[src/rtl/sia_pkg.sv]
package sia_pkg;

  typedef struct packed {
    logic signed [23:0] tab_offset;
    logic [22:0]        tab_span;
    logic [22:0]        label_span;
    logic [22:0]        strip_height;
    logic [15:0]        frame_time;
    logic               geometry_valid;
  } in_t;

  typedef struct packed {
    logic signed [23:0] bar_left;
    logic [22:0]        bar_width;
    logic signed [23:0] bar_top;
    logic               draw_enable;
    logic               unsettled;
  } out_t;

  typedef enum logic [13:0] {
    S_IDLE = 14'b00000000000001,
    S_TGT1 = 14'b00000000000010,
    S_TGT2 = 14'b00000000000100,
    S_ERR  = 14'b00000000001000,
    S_KDT  = 14'b00000000010000,
    S_VEL  = 14'b00000000100000,
    S_IDX  = 14'b00000001000000,
    S_INT  = 14'b00000010000000,
    S_DEC  = 14'b00000100000000,
    S_POS1 = 14'b00001000000000,
    S_POS2 = 14'b00010000000000,
    S_SNAP = 14'b00100000000000,
    S_OUT  = 14'b01000000000000,
    S_MUL  = 14'b10000000000000
  } state_e;

  localparam logic [2:0] REG_STIFF_LEAD  = 3'd0;
  localparam logic [2:0] REG_STIFF_TRAIL = 3'd1;
  localparam logic [2:0] REG_DAMP_LEAD   = 3'd2;
  localparam logic [2:0] REG_DAMP_TRAIL  = 3'd3;
  localparam logic [2:0] REG_PADDING     = 3'd4;
  localparam logic [2:0] REG_THICKNESS   = 3'd5;

  localparam logic [11:0] STIFF_LEAD_RST  = 12'd480;
  localparam logic [11:0] STIFF_TRAIL_RST = 12'd220;
  localparam logic [7:0]  DAMP_LEAD_RST   = 8'd24;
  localparam logic [7:0]  DAMP_TRAIL_RST  = 8'd18;
  localparam logic [15:0] PADDING_RST     = 16'd0;
  localparam logic [15:0] THICKNESS_RST   = 16'd768;

  localparam logic [11:0] DT_DEFAULT = 12'd1092;
  localparam logic [11:0] DT_MAX     = 12'd2185;
  localparam logic [15:0] PAD_MIN    = 16'd2048;
  localparam int          SNAP_LIMIT = 13;
  localparam int          TAYLOR_TERMS = 30;
  localparam int          FRAC_BITS  = 20;

endpackage

[src/rtl/spring_indicator_animator_unit.sv]
// Tab indicator spring animator. One input beat per display frame gives one output beat.
// An invalid-geometry frame goes from S_IDLE straight to S_OUT; an unseeded spring (right edge
// at or below zero, as on the first valid frame) passes S_TGT1 and S_TGT2 on to S_OUT.
// A moving frame also steps both edges and S_SNAP; its time is set by the single shared
// bit-serial multiplier (one multiplier bit per cycle, 6 products per edge, left edge then right edge).
// The input side takes a new beat while the previous result waits in the output
// register. Positions are Q.8 pixels, time Q0.16 s; the decay factor comes from an
// interpolated table of DECAY_TABLE_DEPTH+1 entries built at elaboration.
module spring_indicator_animator_unit #(
  parameter int DECAY_TABLE_DEPTH = 64
) (
  input  logic             clk_i,
  input  logic             rst_ni,
  input  logic             in_valid_i,
  output logic             in_ready_o,
  input  sia_pkg::in_t     in_data_i,
  output logic             out_valid_o,
  input  logic             out_ready_i,
  output sia_pkg::out_t    out_data_o,
  input  logic             cfg_we_i,
  input  logic [2:0]       cfg_idx_i,
  input  logic [15:0]      cfg_data_i
);

  localparam int IW = $clog2(DECAY_TABLE_DEPTH + 1);
  localparam int SW = sia_pkg::FRAC_BITS + IW;
  localparam logic [63:0] H_STEP = (64'd16 << 30) / DECAY_TABLE_DEPTH;

  function automatic logic [63:0] udiv(input logic [63:0] num, input logic [63:0] den);
    logic [63:0] q;
    logic [64:0] r;
    q = '0;
    r = '0;
    for (int b = 63; b >= 0; b--) begin
      r = {r[63:0], num[b]};
      if (r >= {1'b0, den}) begin
        r = r - {1'b0, den};
        q[b] = 1'b1;
      end
    end
    return q;
  endfunction

  function automatic logic [DECAY_TABLE_DEPTH:0][30:0] build_tab();
    logic [DECAY_TABLE_DEPTH:0][30:0] t;
    logic [63:0] term;
    logic [63:0] sum;
    logic [63:0] prod;
    term = 64'd1 << 30;
    sum  = 64'd1 << 30;
    for (int n = 1; n <= sia_pkg::TAYLOR_TERMS; n++) begin
      term = udiv(term * H_STEP, 64'(n) << 30);
      if (n % 2 == 1) sum = sum - term;
      else sum = sum + term;
    end
    t[0] = 31'd1 << 30;
    for (int i = 1; i <= DECAY_TABLE_DEPTH; i++) begin
      prod = 64'(t[i-1]) * sum + (64'd1 << 29);
      t[i] = 31'(prod >> 30);
    end
    return t;
  endfunction

  localparam logic [DECAY_TABLE_DEPTH:0][30:0] DECAY_TAB = build_tab();

  function automatic logic signed [63:0] rnd_shift(input logic signed [63:0] x,
                                                   input int unsigned n);
    return (x + (64'sd1 <<< (n - 1))) >>> n;
  endfunction

  function automatic logic signed [31:0] sat32(input logic signed [63:0] x);
    if (x > 64'sd2147483647) return 32'sh7fffffff;
    if (x < -64'sd2147483648) return 32'sh80000000;
    return x[31:0];
  endfunction

  function automatic logic near(input logic signed [63:0] x);
    return (x < 64'(sia_pkg::SNAP_LIMIT)) && (x > -64'(sia_pkg::SNAP_LIMIT));
  endfunction

  // configuration
  logic [11:0] k_lead_q, k_trail_q;
  logic [7:0]  d_lead_q, d_trail_q;
  logic [15:0] pad_q, thick_q;

  always_ff @(posedge clk_i or negedge rst_ni) begin
    if (!rst_ni) begin
      k_lead_q  <= sia_pkg::STIFF_LEAD_RST;
      k_trail_q <= sia_pkg::STIFF_TRAIL_RST;
      d_lead_q  <= sia_pkg::DAMP_LEAD_RST;
      d_trail_q <= sia_pkg::DAMP_TRAIL_RST;
      pad_q     <= sia_pkg::PADDING_RST;
      thick_q   <= sia_pkg::THICKNESS_RST;
    end else if (cfg_we_i) begin
      unique case (cfg_idx_i)
        sia_pkg::REG_STIFF_LEAD:  k_lead_q  <= cfg_data_i[11:0];
        sia_pkg::REG_STIFF_TRAIL: k_trail_q <= cfg_data_i[11:0];
        sia_pkg::REG_DAMP_LEAD:   d_lead_q  <= cfg_data_i[7:0];
        sia_pkg::REG_DAMP_TRAIL:  d_trail_q <= cfg_data_i[7:0];
        sia_pkg::REG_PADDING:     pad_q     <= cfg_data_i;
        sia_pkg::REG_THICKNESS:   thick_q   <= cfg_data_i;
        default: ;
      endcase
    end
  end

  sia_pkg::state_e state_q, state_d, ret_q, ret_d;
  sia_pkg::in_t    in_q, in_d;
  sia_pkg::out_t   out_q, out_d;
  logic            out_valid_q, out_valid_d;
  logic signed [31:0] pos_q [2];
  logic signed [31:0] pos_d [2];
  logic signed [31:0] vel_q [2];
  logic signed [31:0] vel_d [2];
  logic signed [31:0] tgt_q [2];
  logic signed [31:0] tgt_d [2];
  logic [22:0] tw_q, tw_d;
  logic [11:0] dt_q, dt_d;
  logic        edge_q, edge_d;
  logic        rightward_q, rightward_d;
  logic        zero_q, zero_d;
  logic signed [31:0] v_q, v_d;
  logic [30:0] a_q, a_d, diff_q, diff_d;
  logic [19:0] frac_q, frac_d;
  // bit-serial multiplier
  logic [63:0] mcand_q, mcand_d, acc_q, acc_d;
  logic [31:0] mplier_q, mplier_d;
  logic [4:0]  cnt_q, cnt_d;

  logic               mul_go;
  logic [63:0]        mul_a;
  logic [31:0]        mul_b;
  logic [4:0]         mul_n;
  sia_pkg::state_e    mul_ret;

  logic        lead;
  logic [11:0] k_sel;
  logic [7:0]  d_sel;
  logic [17:0] pad3;
  logic [15:0] padm;
  logic [24:0] tw0;
  logic [22:0] twm;
  logic signed [24:0] diff25;
  logic signed [31:0] tl, tr;
  logic signed [32:0] err;
  logic signed [31:0] nvel;
  logic [SW-1:0] scaled;
  logic [IW-1:0] idx;
  logic [30:0]   fdec;
  logic signed [32:0] wdt;
  logic signed [31:0] lsat;

  assign in_ready_o  = (state_q == sia_pkg::S_IDLE);
  assign out_valid_o = out_valid_q;
  assign out_data_o  = out_q;

  always_comb begin
    state_d = state_q;
    ret_d = ret_q;
    in_d = in_q;
    out_d = out_q;
    out_valid_d = out_valid_q && !out_ready_i;
    pos_d = pos_q;
    vel_d = vel_q;
    tgt_d = tgt_q;
    tw_d = tw_q;
    dt_d = dt_q;
    edge_d = edge_q;
    rightward_d = rightward_q;
    zero_d = zero_q;
    v_d = v_q;
    a_d = a_q;
    diff_d = diff_q;
    frac_d = frac_q;
    mcand_d = mcand_q;
    acc_d = acc_q;
    mplier_d = mplier_q;
    cnt_d = cnt_q;
    mul_go = 1'b0;
    mul_a = '0;
    mul_b = '0;
    mul_n = '0;
    mul_ret = sia_pkg::S_IDLE;

    lead  = rightward_q ^ edge_q;
    k_sel = lead ? k_lead_q : k_trail_q;
    d_sel = lead ? d_lead_q : d_trail_q;
    pad3  = {2'b0, pad_q} + {1'b0, pad_q, 1'b0};
    padm  = (pad3[17:2] < sia_pkg::PAD_MIN) ? sia_pkg::PAD_MIN : pad3[17:2];
    tw0   = {2'b0, in_q.label_span} + {8'b0, padm, 1'b0};
    twm   = (tw0 < {2'b0, in_q.tab_span}) ? tw0[22:0] : in_q.tab_span;
    diff25 = $signed({2'b0, in_q.tab_span}) - $signed({2'b0, tw_q});
    tl = {{8{in_q.tab_offset[23]}}, in_q.tab_offset} + {{8{diff25[24]}}, diff25[24:1]};
    tr = tl + {9'b0, tw_q};
    err = {tgt_q[edge_q][31], tgt_q[edge_q]} - {pos_q[edge_q][31], pos_q[edge_q]};
    nvel = sat32(rnd_shift($signed(acc_q), 30));
    scaled = SW'(acc_q[19:0]) * SW'(DECAY_TABLE_DEPTH);
    idx = scaled[SW-1:sia_pkg::FRAC_BITS];
    fdec = a_q - acc_q[50:20];
    wdt = {pos_q[1][31], pos_q[1]} - {pos_q[0][31], pos_q[0]};
    lsat = pos_q[0];
    if (pos_q[0] > 32'sd8388607) lsat = 32'sd8388607;
    if (pos_q[0] < -32'sd8388608) lsat = -32'sd8388608;

    unique case (state_q)
      sia_pkg::S_IDLE: begin
        if (in_valid_i) begin
          in_d = in_data_i;
          zero_d = !in_data_i.geometry_valid;
          state_d = in_data_i.geometry_valid ? sia_pkg::S_TGT1 : sia_pkg::S_OUT;
        end
      end
      sia_pkg::S_TGT1: begin
        tw_d = (twm < {7'b0, thick_q}) ? {7'b0, thick_q} : twm;
        state_d = sia_pkg::S_TGT2;
      end
      sia_pkg::S_TGT2: begin
        tgt_d[0] = tl;
        tgt_d[1] = tr;
        if (in_q.frame_time == 16'd0) dt_d = sia_pkg::DT_DEFAULT;
        else if (in_q.frame_time > 16'(sia_pkg::DT_MAX)) dt_d = sia_pkg::DT_MAX;
        else dt_d = in_q.frame_time[11:0];
        rightward_d = (tl >= pos_q[0]);
        edge_d = 1'b0;
        if (pos_q[1] <= 32'sd0) begin
          pos_d[0] = tl;
          pos_d[1] = tr;
          vel_d[0] = '0;
          vel_d[1] = '0;
          state_d = sia_pkg::S_OUT;
        end else begin
          state_d = sia_pkg::S_ERR;
        end
      end
      sia_pkg::S_ERR: begin
        mul_go = 1'b1;
        mul_a = {{31{err[32]}}, err};
        mul_b = {20'b0, k_sel};
        mul_n = 5'd12;
        mul_ret = sia_pkg::S_KDT;
      end
      sia_pkg::S_KDT: begin
        mul_go = 1'b1;
        mul_a = acc_q;
        mul_b = {20'b0, dt_q};
        mul_n = 5'd12;
        mul_ret = sia_pkg::S_VEL;
      end
      sia_pkg::S_VEL: begin
        v_d = sat32(64'(vel_q[edge_q]) + rnd_shift($signed(acc_q), 16));
        mul_go = 1'b1;
        mul_a = {52'b0, dt_q};
        mul_b = {24'b0, d_sel};
        mul_n = 5'd8;
        mul_ret = sia_pkg::S_IDX;
      end
      sia_pkg::S_IDX: begin
        frac_d = scaled[sia_pkg::FRAC_BITS-1:0];
        if (32'(idx) >= 32'(DECAY_TABLE_DEPTH)) begin
          a_d = DECAY_TAB[DECAY_TABLE_DEPTH];
          diff_d = '0;
        end else begin
          a_d = DECAY_TAB[idx];
          diff_d = DECAY_TAB[idx] - DECAY_TAB[idx + IW'(1)];
        end
        state_d = sia_pkg::S_INT;
      end
      sia_pkg::S_INT: begin
        mul_go = 1'b1;
        mul_a = {33'b0, diff_q};
        mul_b = {12'b0, frac_q};
        mul_n = 5'd20;
        mul_ret = sia_pkg::S_DEC;
      end
      sia_pkg::S_DEC: begin
        mul_go = 1'b1;
        mul_a = 64'(v_q);
        mul_b = {1'b0, fdec};
        mul_n = 5'd31;
        mul_ret = sia_pkg::S_POS1;
      end
      sia_pkg::S_POS1: begin
        vel_d[edge_q] = nvel;
        mul_go = 1'b1;
        mul_a = 64'(nvel);
        mul_b = {20'b0, dt_q};
        mul_n = 5'd12;
        mul_ret = sia_pkg::S_POS2;
      end
      sia_pkg::S_POS2: begin
        pos_d[edge_q] = sat32(64'(pos_q[edge_q]) + rnd_shift($signed(acc_q), 16));
        edge_d = 1'b1;
        state_d = edge_q ? sia_pkg::S_SNAP : sia_pkg::S_ERR;
      end
      sia_pkg::S_SNAP: begin
        if (near(64'(pos_q[0]) - 64'(tgt_q[0])) && near(64'(pos_q[1]) - 64'(tgt_q[1])) &&
            near(64'(vel_q[0])) && near(64'(vel_q[1]))) begin
          pos_d = tgt_q;
          vel_d[0] = '0;
          vel_d[1] = '0;
        end
        state_d = sia_pkg::S_OUT;
      end
      sia_pkg::S_OUT: begin
        if (!out_valid_q || out_ready_i) begin
          out_valid_d = 1'b1;
          if (zero_q) begin
            out_d = '0;
          end else begin
            out_d.bar_left = lsat[23:0];
            if (wdt < $signed({17'b0, thick_q})) out_d.bar_width = {7'b0, thick_q};
            else if (wdt > 33'sd8388607) out_d.bar_width = 23'h7fffff;
            else out_d.bar_width = wdt[22:0];
            out_d.bar_top = {1'b0, in_q.strip_height} - {8'b0, thick_q};
            out_d.draw_enable = (in_q.strip_height != 23'd0);
            out_d.unsettled = (pos_q[0] != tgt_q[0]) || (pos_q[1] != tgt_q[1]);
          end
          state_d = sia_pkg::S_IDLE;
        end
      end
      sia_pkg::S_MUL: begin
        if (mplier_q[0]) acc_d = acc_q + mcand_q;
        mcand_d = mcand_q << 1;
        mplier_d = mplier_q >> 1;
        cnt_d = cnt_q - 5'd1;
        if (cnt_q == 5'd1) state_d = ret_q;
      end
      default: state_d = sia_pkg::S_IDLE;
    endcase

    if (mul_go) begin
      acc_d = '0;
      mcand_d = mul_a;
      mplier_d = mul_b;
      cnt_d = mul_n;
      ret_d = mul_ret;
      state_d = sia_pkg::S_MUL;
    end
  end

  always_ff @(posedge clk_i or negedge rst_ni) begin
    if (!rst_ni) begin
      state_q <= sia_pkg::S_IDLE;
      ret_q <= sia_pkg::S_IDLE;
      out_valid_q <= 1'b0;
      pos_q[0] <= '0;
      pos_q[1] <= '0;
      vel_q[0] <= '0;
      vel_q[1] <= '0;
      cnt_q <= '0;
      edge_q <= 1'b0;
      zero_q <= 1'b0;
    end else begin
      state_q <= state_d;
      ret_q <= ret_d;
      out_valid_q <= out_valid_d;
      pos_q <= pos_d;
      vel_q <= vel_d;
      cnt_q <= cnt_d;
      edge_q <= edge_d;
      zero_q <= zero_d;
    end
  end

  always_ff @(posedge clk_i) begin
    in_q <= in_d;
    out_q <= out_d;
    tgt_q <= tgt_d;
    tw_q <= tw_d;
    dt_q <= dt_d;
    rightward_q <= rightward_d;
    v_q <= v_d;
    a_q <= a_d;
    diff_q <= diff_d;
    frac_q <= frac_d;
    mcand_q <= mcand_d;
    acc_q <= acc_d;
    mplier_q <= mplier_d;
  end

  a_onehot: assert property (@(posedge clk_i) disable iff (!rst_ni) $onehot(state_q))
    else $error("sequencer state not one-hot");

  a_mul_cnt: assert property (@(posedge clk_i) disable iff (!rst_ni)
    (state_q == sia_pkg::S_MUL) |-> (cnt_q != 5'd0))
    else $error("multiplier running with zero count");

  a_invalid_skip: assert property (@(posedge clk_i) disable iff (!rst_ni)
    (in_valid_i && in_ready_o && !in_data_i.geometry_valid) |=> (state_q == sia_pkg::S_OUT))
    else $error("invalid frame did not go straight to output");

  a_state_hold: assert property (@(posedge clk_i) disable iff (!rst_ni)
    (in_ready_o && !in_valid_i) |=> ($stable(pos_q[0]) && $stable(pos_q[1])))
    else $error("spring state moved while idle");

endmodule

[config.mk]
export PLATFORM = sky130hd
export DESIGN_NAME = spring_indicator_animator_unit
export DESIGN_NICKNAME = d
export VERILOG_FILES = /design/src/rtl/sia_pkg.sv /design/src/rtl/spring_indicator_animator_unit.sv
export SDC_FILE = /design/constraint.sdc
export NUM_CORES = 2
export LEC_CHECK = 0
export BUFFER_PORTS_ARGS = -buffer_cell sky130_fd_sc_hd__buf_2
export CAP_MARGIN = 20
export CELL_PAD_IN_SITES_DETAIL_PLACEMENT = 1
export CELL_PAD_IN_SITES_GLOBAL_PLACEMENT = 2
export CORE_MARGIN = 2
export CORE_UTILIZATION = 36
export DETAILED_ROUTE_END_ITERATION = 6
export PLACE_DENSITY = 0.85
export RECOVER_POWER = 25
export SLEW_MARGIN = 20
export SYNTH_ARGS = -nofsm -noshare
export SYNTH_HDL_FRONTEND = slang
export SYNTH_SLANG_ARGS = --single-unit
[constraint.sdc]
create_clock -name clk_i -period 10.5 [get_ports clk_i]
set_clock_uncertainty 0.2 [all_clocks]
set_input_delay 3.15 -clock clk_i [delete_from_list [all_inputs] [get_ports clk_i]]
set_output_delay 3.15 -clock clk_i [all_outputs]
set_load 0.005 [all_outputs]
## Word level (Yosys, flattened, before mapping)

Memory sizes are Yosys's and may differ from the RTL's. A register that Yosys moved wholly into a read port is not among the register bits.
Index checks and enable logic that the tools add are counted.

| cells by class | value |
|---|---|
| add/subtract/negate cells | 19 |
| eq/ne operators | 28 |
| reductions and logical operators | 39 |
| $lt $le $gt $ge | 29 |
| bitwise logic cells | 2 |
| mux-type cells | 81 |

Operators with widths:

| operator | number |
|---|---|
| $mux W32 | 25 |
| $mux W64 | 6 |
| $pmux W64 S3 | 2 |
| $pmux W64 S6 | 1 |
| $pmux W31 S5 | 1 |
| $bwmux W64 | 2 |
| $pmux W14 S9 | 1 |
| $add A32 B48 Y49 | 2 |
| $gt A49 B32 Y1 const B | 2 |
| $lt A49 B32 Y1 const B | 2 |
| $gt A33 B5 Y1 const B | 2 |
| $lt A33 B5 Y1 const B | 2 |
| $pmux W11 S6 | 1 |
| $sub A32 B32 Y33 | 2 |
| $add A64 B17 Y64 const B | 1 |
| $add A64 B31 Y64 const B | 1 |
| $add A64 B64 Y64 | 1 |
| $gt A32 B5 Y1 const B | 2 |
| $lt A32 B5 Y1 const B | 2 |
| $mux W31 | 2 |
| $sub A31 B31 Y31 | 2 |
| $mux W14 | 4 |
| $mux W16 | 3 |
| $mux W24 | 2 |
| 77 further kinds | 127 |

| word-level totals | value |
|---|---|
| output and inout port bits | 75 |
| register bits | 773 |
| word-level logic and storage cells | 242 |
| memories | 2 |
| memory bits (read-only) | 5,952 |

Memory list:

| name | depth | bits a word | rd ports | clocked after memory_dff | write ports | RTL line | RTL |
|---|---|---|---|---|---|---|---|
| (name not given) | 128 | 31 | 1 | 0 | 0 | spring_indicator_animator_unit.sv:264 | `diff_d = DECAY_TAB[idx] - DECAY_TAB[idx + IW'(1)];` |
| (name not given) | 64 | 31 | 1 | 1 | 0 | spring_indicator_animator_unit.sv:264 |  |

## Logic depth before layout (Yosys ltp)

| depth | value |
|---|---|
| word-level depth | 15 |
| gate-level depth with buffers | 53 |
| gate-level depth less buffers | 49 |

## Least setup slack after synthesis

No wires, ideal clock.

| timing | value |
|---|---|
| kind | register to register |
| start point | reg pad_q[1] |
| end point | reg tw_q[10], data pin |
| library setup time | 260 ps |
| setup slack | 21 ps |
| required time | 10,040 ps |
| buffers on the path | 4 |
| cell stages (with the launch flop) | 53 |
| arrival time | 10,019 ps |
| cell sequence | dfrtp_1 -> ha_1 -> a31o_2 -> a21oi_1 -> o21ai_0 -> a21oi_1 -> o21ai_0 -> a21oi_1 -> o21bai_1 -> a2111o_1 -> a31oi_1 -> o21bai_1 -> xor2_1 -> or4b_2 -> clkbuf_1 -> nor2b_1 -> ha_1 -> fa_1 -> (+17 left out) -> clkbuf_1 -> nand2_1 -> o21ai_0 -> ha_1 -> a21o_1 -> a21o_1 -> a21oi_1 -> nor2b_1 -> o21ai_0 -> nand2b_1 -> a21oi_1 -> nor2b_1 -> o21ai_0 -> o2111ai_1 -> nor3_1 -> nand3_1 -> buf_2 -> mux2_2 |

| on the way | value |
|---|---|
| word-level cells in the longest chain between the ends | 8 |

Ends and longest elaborated chain:

| item | RTL line | RTL |
|---|---|---|
| start: declaration | spring_indicator_animator_unit.sv:84 | `logic [15:0] pad_q, thick_q;` |
| start signal: assignment | spring_indicator_animator_unit.sv:92 | `pad_q <= sia_pkg::PADDING_RST;` |
| start signal: assignment | spring_indicator_animator_unit.sv:100 | `sia_pkg::REG_PADDING: pad_q <= cfg_data_i;` |
| $add A16 B17 Y18 * | spring_indicator_animator_unit.sv:188 | `pad3 = {2'b0, pad_q} + {1'b0, pad_q, 1'b0};` |
| $lt A16 B12 Y1 | spring_indicator_animator_unit.sv:189 | `padm = (pad3[17:2] < sia_pkg::PAD_MIN) ? sia_pkg::PAD_MIN : pad3[17:2];` |
| $mux W16 * | spring_indicator_animator_unit.sv:189 |  |
| $add A23 B17 Y24 * | spring_indicator_animator_unit.sv:190 | `tw0 = {2'b0, in_q.label_span} + {8'b0, padm, 1'b0};` |
| $lt A24 B23 Y1 | spring_indicator_animator_unit.sv:191 | `twm = (tw0 < {2'b0, in_q.tab_span}) ? tw0[22:0] : in_q.tab_span;` |
| $mux W23 * | spring_indicator_animator_unit.sv:191 |  |
| $lt A23 B16 Y1 | spring_indicator_animator_unit.sv:214 | `tw_d = (twm < {7'b0, thick_q}) ? {7'b0, thick_q} : twm;` |
| $mux W16 * | spring_indicator_animator_unit.sv:214 |  |
| end signal: assignment | spring_indicator_animator_unit.sv:369 | `tw_q <= tw_d;` |
| end: declaration | spring_indicator_animator_unit.sv:117 | `logic [22:0] tw_q, tw_d;` |

Every way passes the cells marked *; elsewhere a longest branch is shown, timed or not.
A chain may end at the register's enable or synchronous reset.

## Worst setup path after layout

Same ends and word-level chain as after synthesis.

==> results.ini <==
[route]
route.top_layer_used = met4
met2RoutedLength_um = 121000
num_vias = 61500
vias_per_cell = 6.09
drt_wl_total_um = 264000
routed-wl-met3_um = 16500
dr.first_iter.drc_count = 4989
detail_route.wirelength.met1_um = 114000
drc_errors = 1
final_antenna_net_count = 0
detail_route.wl_per_cell_um = 26.2
firstDrtPassIters = 7

[floorplanning]
num_io_pins = 209
row_count = 156
fp.dieArea_sq_um = 185000
dieHeight_um = 430
initial_utilization_pct = 36.2
coreArea_sq_um = 181000
die_x_um = 430

[run_status]
violated_checks = DRC, capacitance limit, slew limit
outcome = finished with violations

[sta]
max_freq_mhz = 101
final_min_period_over_clock_period_pct = 94.7
fin_crit_ps = 9950
timing.slew.headroom_pct = -278
worst_max_slew_pin_slew_ps = 5670
total_neg_setup_slack_ps = 0
hold_viol_final = 0
setup_violations = 0
final_max_slew_violation_count = 266

[yosys]
synth.yosys.warnings = 0
synth-seq-cells = 796
synth-seq-area-share_pct = 33.4
ys.flop_type = sky130_fd_sc_hd__edfxtp_1
synth.avg_cell_area_sq_um = 8.60
synth_enable_flop_cells = 472
synth_async_sr_flop_share_pct = 28.8
syn_inst = 7589
mappedNetlistNets = 8320
netlist-cell-type-count = 105
synth_area_sq_um = 65300

[cells_and_area]
layout_commonest_cell = sky130_fd_sc_hd__nand2_1
flow.area_growth_from_synthesis_pct = 10.6
layout-drive-gt1-share_pct = 9.29
most-common-layout-cells = 705 x sky130_fd_sc_hd__nand2_1, 585 x sky130_fd_sc_hd__a21oi_1, 581 x sky130_fd_sc_hd__ha_1, 541 x sky130_fd_sc_hd__o21ai_0, 539 x sky130_fd_sc_hd__nor2_1
stdcell_area_sq_um = 72200
fin_nets = 8376
final.fill_count = 21100
final_instance_count_excl_fillers = 10100

[setup_path]
rr_endpoint = tw_q[10]$_DFFE_PP_
rr_worst_depth = 48
crit_path_max_fanout = 16
crit_path_max_incr_delay_ps = 570
startpoint_type = register
timing.critical_path.to_type = register
worstPathArrival_ps = 10210
setup.worst_path.class = register to register
critical_path.slowest_cell = sky130_fd_sc_hd__or4b_4
required_ps = 10770
worstReg2RegStart = pad_q[1]$_DFFE_PN0P_
reg2reg_setup_slack_ps = 550

[cts]
clkSinkCount = 796
clk_latency_ps = 750
cts_buffer_depth = 3
clock-root-buffer = sky130_fd_sc_hd__clkbuf_16
worst_setup_hold_path_clk_slew_ps = 60
cts-hold-fix-buffers = 0
tritoncts = done
cts_buffers = 97
htreeDepth = 3

[flow_run]
drv_cap = 6

[global_route]
grt_pass1_wl_um = 396000
first_global_vias = 62700
maximum_number_of_pins_on_one_net_before_global_route_repair = 144
number_of_antenna_violations_at_the_first_check_in_global_routing = 2
gr-total-overflow = 0
globalRouteTotalUtil_pct = 27.7

[placement]
placed_cell_area_sq_um = 69000
gpl.final_weighted_congestion = 0.974
port_buffers = 208
dp_hpwl_um = 205000
dp.cells = 9912

[pwr]
leakage_nw = 29.1
vdd.ir_drop.worst_mv = 0.360
p_per_area_nw_per_um2 = 360

[hold_path]
worst_hold_path.num_cells = 0
min_path_type = register to register
min_to = a_q[14]$_DFFE_PP_

[how the worst max path moves through the flow]
| stage | startpoint | to | slack, ps | cells past startpoint |
|---|---|---|---|---|
| floorplan | pad_q[1]$_DFFE_PN0P_ | tw_q[10]$_DFFE_PP_ | 20 | 52 |
| global placement | pad_q[1]$_DFFE_PN0P_ | tw_q[2]$_DFFE_PP_ | 30 | 49 |
| detailed placement | pad_q[1]$_DFFE_PN0P_ | tw_q[7]$_DFFE_PP_ | -100 | 48 |
| CTS | pad_q[1]$_DFFE_PN0P_ | tw_q[7]$_DFFE_PP_ | 10 | 47 |
| global route | pad_q[1]$_DFFE_PN0P_ | tw_q[7]$_DFFE_PP_ | -40 | 49 |
| finish | pad_q[1]$_DFFE_PN0P_ | tw_q[10]$_DFFE_PP_ | 550 | 48 |
[kinds of logic (layout without fill, tap and decap cells)]
family | Yosys count | count (layout) | share of synthesized area (%)
adders and majority gates | 597 | 597 | 11.6
xor gates and xnor gates | 456 | 456 | 6.12
buffers and inverters | 864 | 1002 | 5.09
AOI/OAI and AO/OA | 2410 | 2410 | 24.0
other | 0 | 1 | 0
and+or+nand+nor | 2314 | 2314 | 17.2
muxes | 152 | 152 | 2.56
DFF | 796 | 796 | 33.4
[cell usage after synthesis, types with 32 or more instances]
cell / n / area, sq um
sky130_fd_sc_hd__a21o_1: 191 / 1430
sky130_fd_sc_hd__a211oi_1: 108 / 811
sky130_fd_sc_hd__nor4_1: 80 / 500
sky130_fd_sc_hd__xnor2_1: 320 / 2800
sky130_fd_sc_hd__nand2b_1: 81 / 507
sky130_fd_sc_hd__xor2_1: 136 / 1190
sky130_fd_sc_hd__nand2_1: 709 / 2660
sky130_fd_sc_hd__nor3_1: 160 / 801
sky130_fd_sc_hd__o31ai_1: 45 / 338
sky130_fd_sc_hd__and3_1: 84 / 526
sky130_fd_sc_hd__dfxtp_1: 95 / 1900
sky130_fd_sc_hd__o21ai_0: 550 / 2750
sky130_fd_sc_hd__o21bai_1: 57 / 428
sky130_fd_sc_hd__a31oi_1: 91 / 569
sky130_fd_sc_hd__a21oi_1: 589 / 2950
sky130_fd_sc_hd__nand3_1: 194 / 971
sky130_fd_sc_hd__a22oi_1: 45 / 338
sky130_fd_sc_hd__nor2b_1: 67 / 419
sky130_fd_sc_hd__clkbuf_1: 305 / 1140
sky130_fd_sc_hd__dfrtp_1: 212 / 5310
sky130_fd_sc_hd__o21a_1: 92 / 691
sky130_fd_sc_hd__a21boi_0: 32 / 240
sky130_fd_sc_hd__o22ai_1: 119 / 744
sky130_fd_sc_hd__buf_1: 33 / 124
sky130_fd_sc_hd__o211ai_1: 95 / 713
sky130_fd_sc_hd__o2111ai_1: 40 / 350
sky130_fd_sc_hd__or2_2: 39 / 244
sky130_fd_sc_hd__a221oi_1: 44 / 385
sky130_fd_sc_hd__edfxtp_1: 472 / 14200
sky130_fd_sc_hd__or3_1: 51 / 319
sky130_fd_sc_hd__nor2_1: 544 / 2040
sky130_fd_sc_hd__mux2_2: 109 / 1230
sky130_fd_sc_hd__mux2i_1: 42 / 420
sky130_fd_sc_hd__and2_1: 56 / 350
sky130_fd_sc_hd__nand4_1: 106 / 663
sky130_fd_sc_hd__inv_1: 495 / 1860
sky130_fd_sc_hd__ha_1: 582 / 7280
[metrics by stage]
step | power [mW] | worst slack, ps | hold WS (ps) | utilization, %
final | 26.0 | 554 | 242 | 40.0
after floorplan | 16.2 | 21.2 | 208 | -
after detailed placement | 22.1 | -99.9 | 232 | 38.2
after global placement | 21.6 | 32.7 | 229 | 38.2
after CTS | 25.7 | 11.5 | 245 | 40.0
after global routing | 27.7 | -37.6 | 254 | 40.0
[report_power, final]
group	total (mW)	switching, mW	internal [mW]
clock	3.44	1.47	1.97
sequential	5.07	0.685	4.38
combinational	17.5	11.2	6.28
total	26.0	13.4	12.6
[state kept, by name, summed over array words and instances (netlist names), 7 cells and up, named ones only]
signal and cells:
pos_q 64, diff_q 31, v_q 32, vel_q 64, in_q 109, mplier_q 31
k_trail_q 12, acc_q 64, frac_q 14, out_data_o 73, state_q 14, ret_q 7
tgt_q 51, d_lead_q 8, thick_q 16, d_trail_q 8, mcand_q 64, k_lead_q 12
pad_q 16, dt_q 12, tw_q 23, a_q 31
[critical path: cells and delay by family (launching register included)]
family	cells	cell delay, ps
compound gates	25	4480
xor+xnor	2	330
fa+ha+maj	4	1150
buf+inv	5	850
flops	1	410
mux	1	280
simple gates	11	1950
[layer usage]
metal	GRT usage, %	up-vias
met5	0	-
li1	-	28200
met4	11.3	0
met3	4.15	483
met1	36.5	30700
met2	45.4	2066
[area by class of cell]
cell class,instances,area [sq um],share of cell area (%)
well taps,2370,2970,4.11
clock inverters,39,365,0.506
repair buffers,322,1890,2.62
multi-input cells,5929,40400,56.0
diodes,1,2.50,0.00347
flip-flops and latches,796,21800,30.2
inverters,499,1880,2.60
clock buffers,142,2820,3.91
[timing repair]
| item | in CTS | in global routing |
|---|---|---|
| buffers inserted | 1 | 3 |
| pin swaps | 0 | 8 |
| gates resized for setup | 3 | 18 |
| setup endpoints to repair | 16 | 16 |
Power figures use the tool's default switching activity.
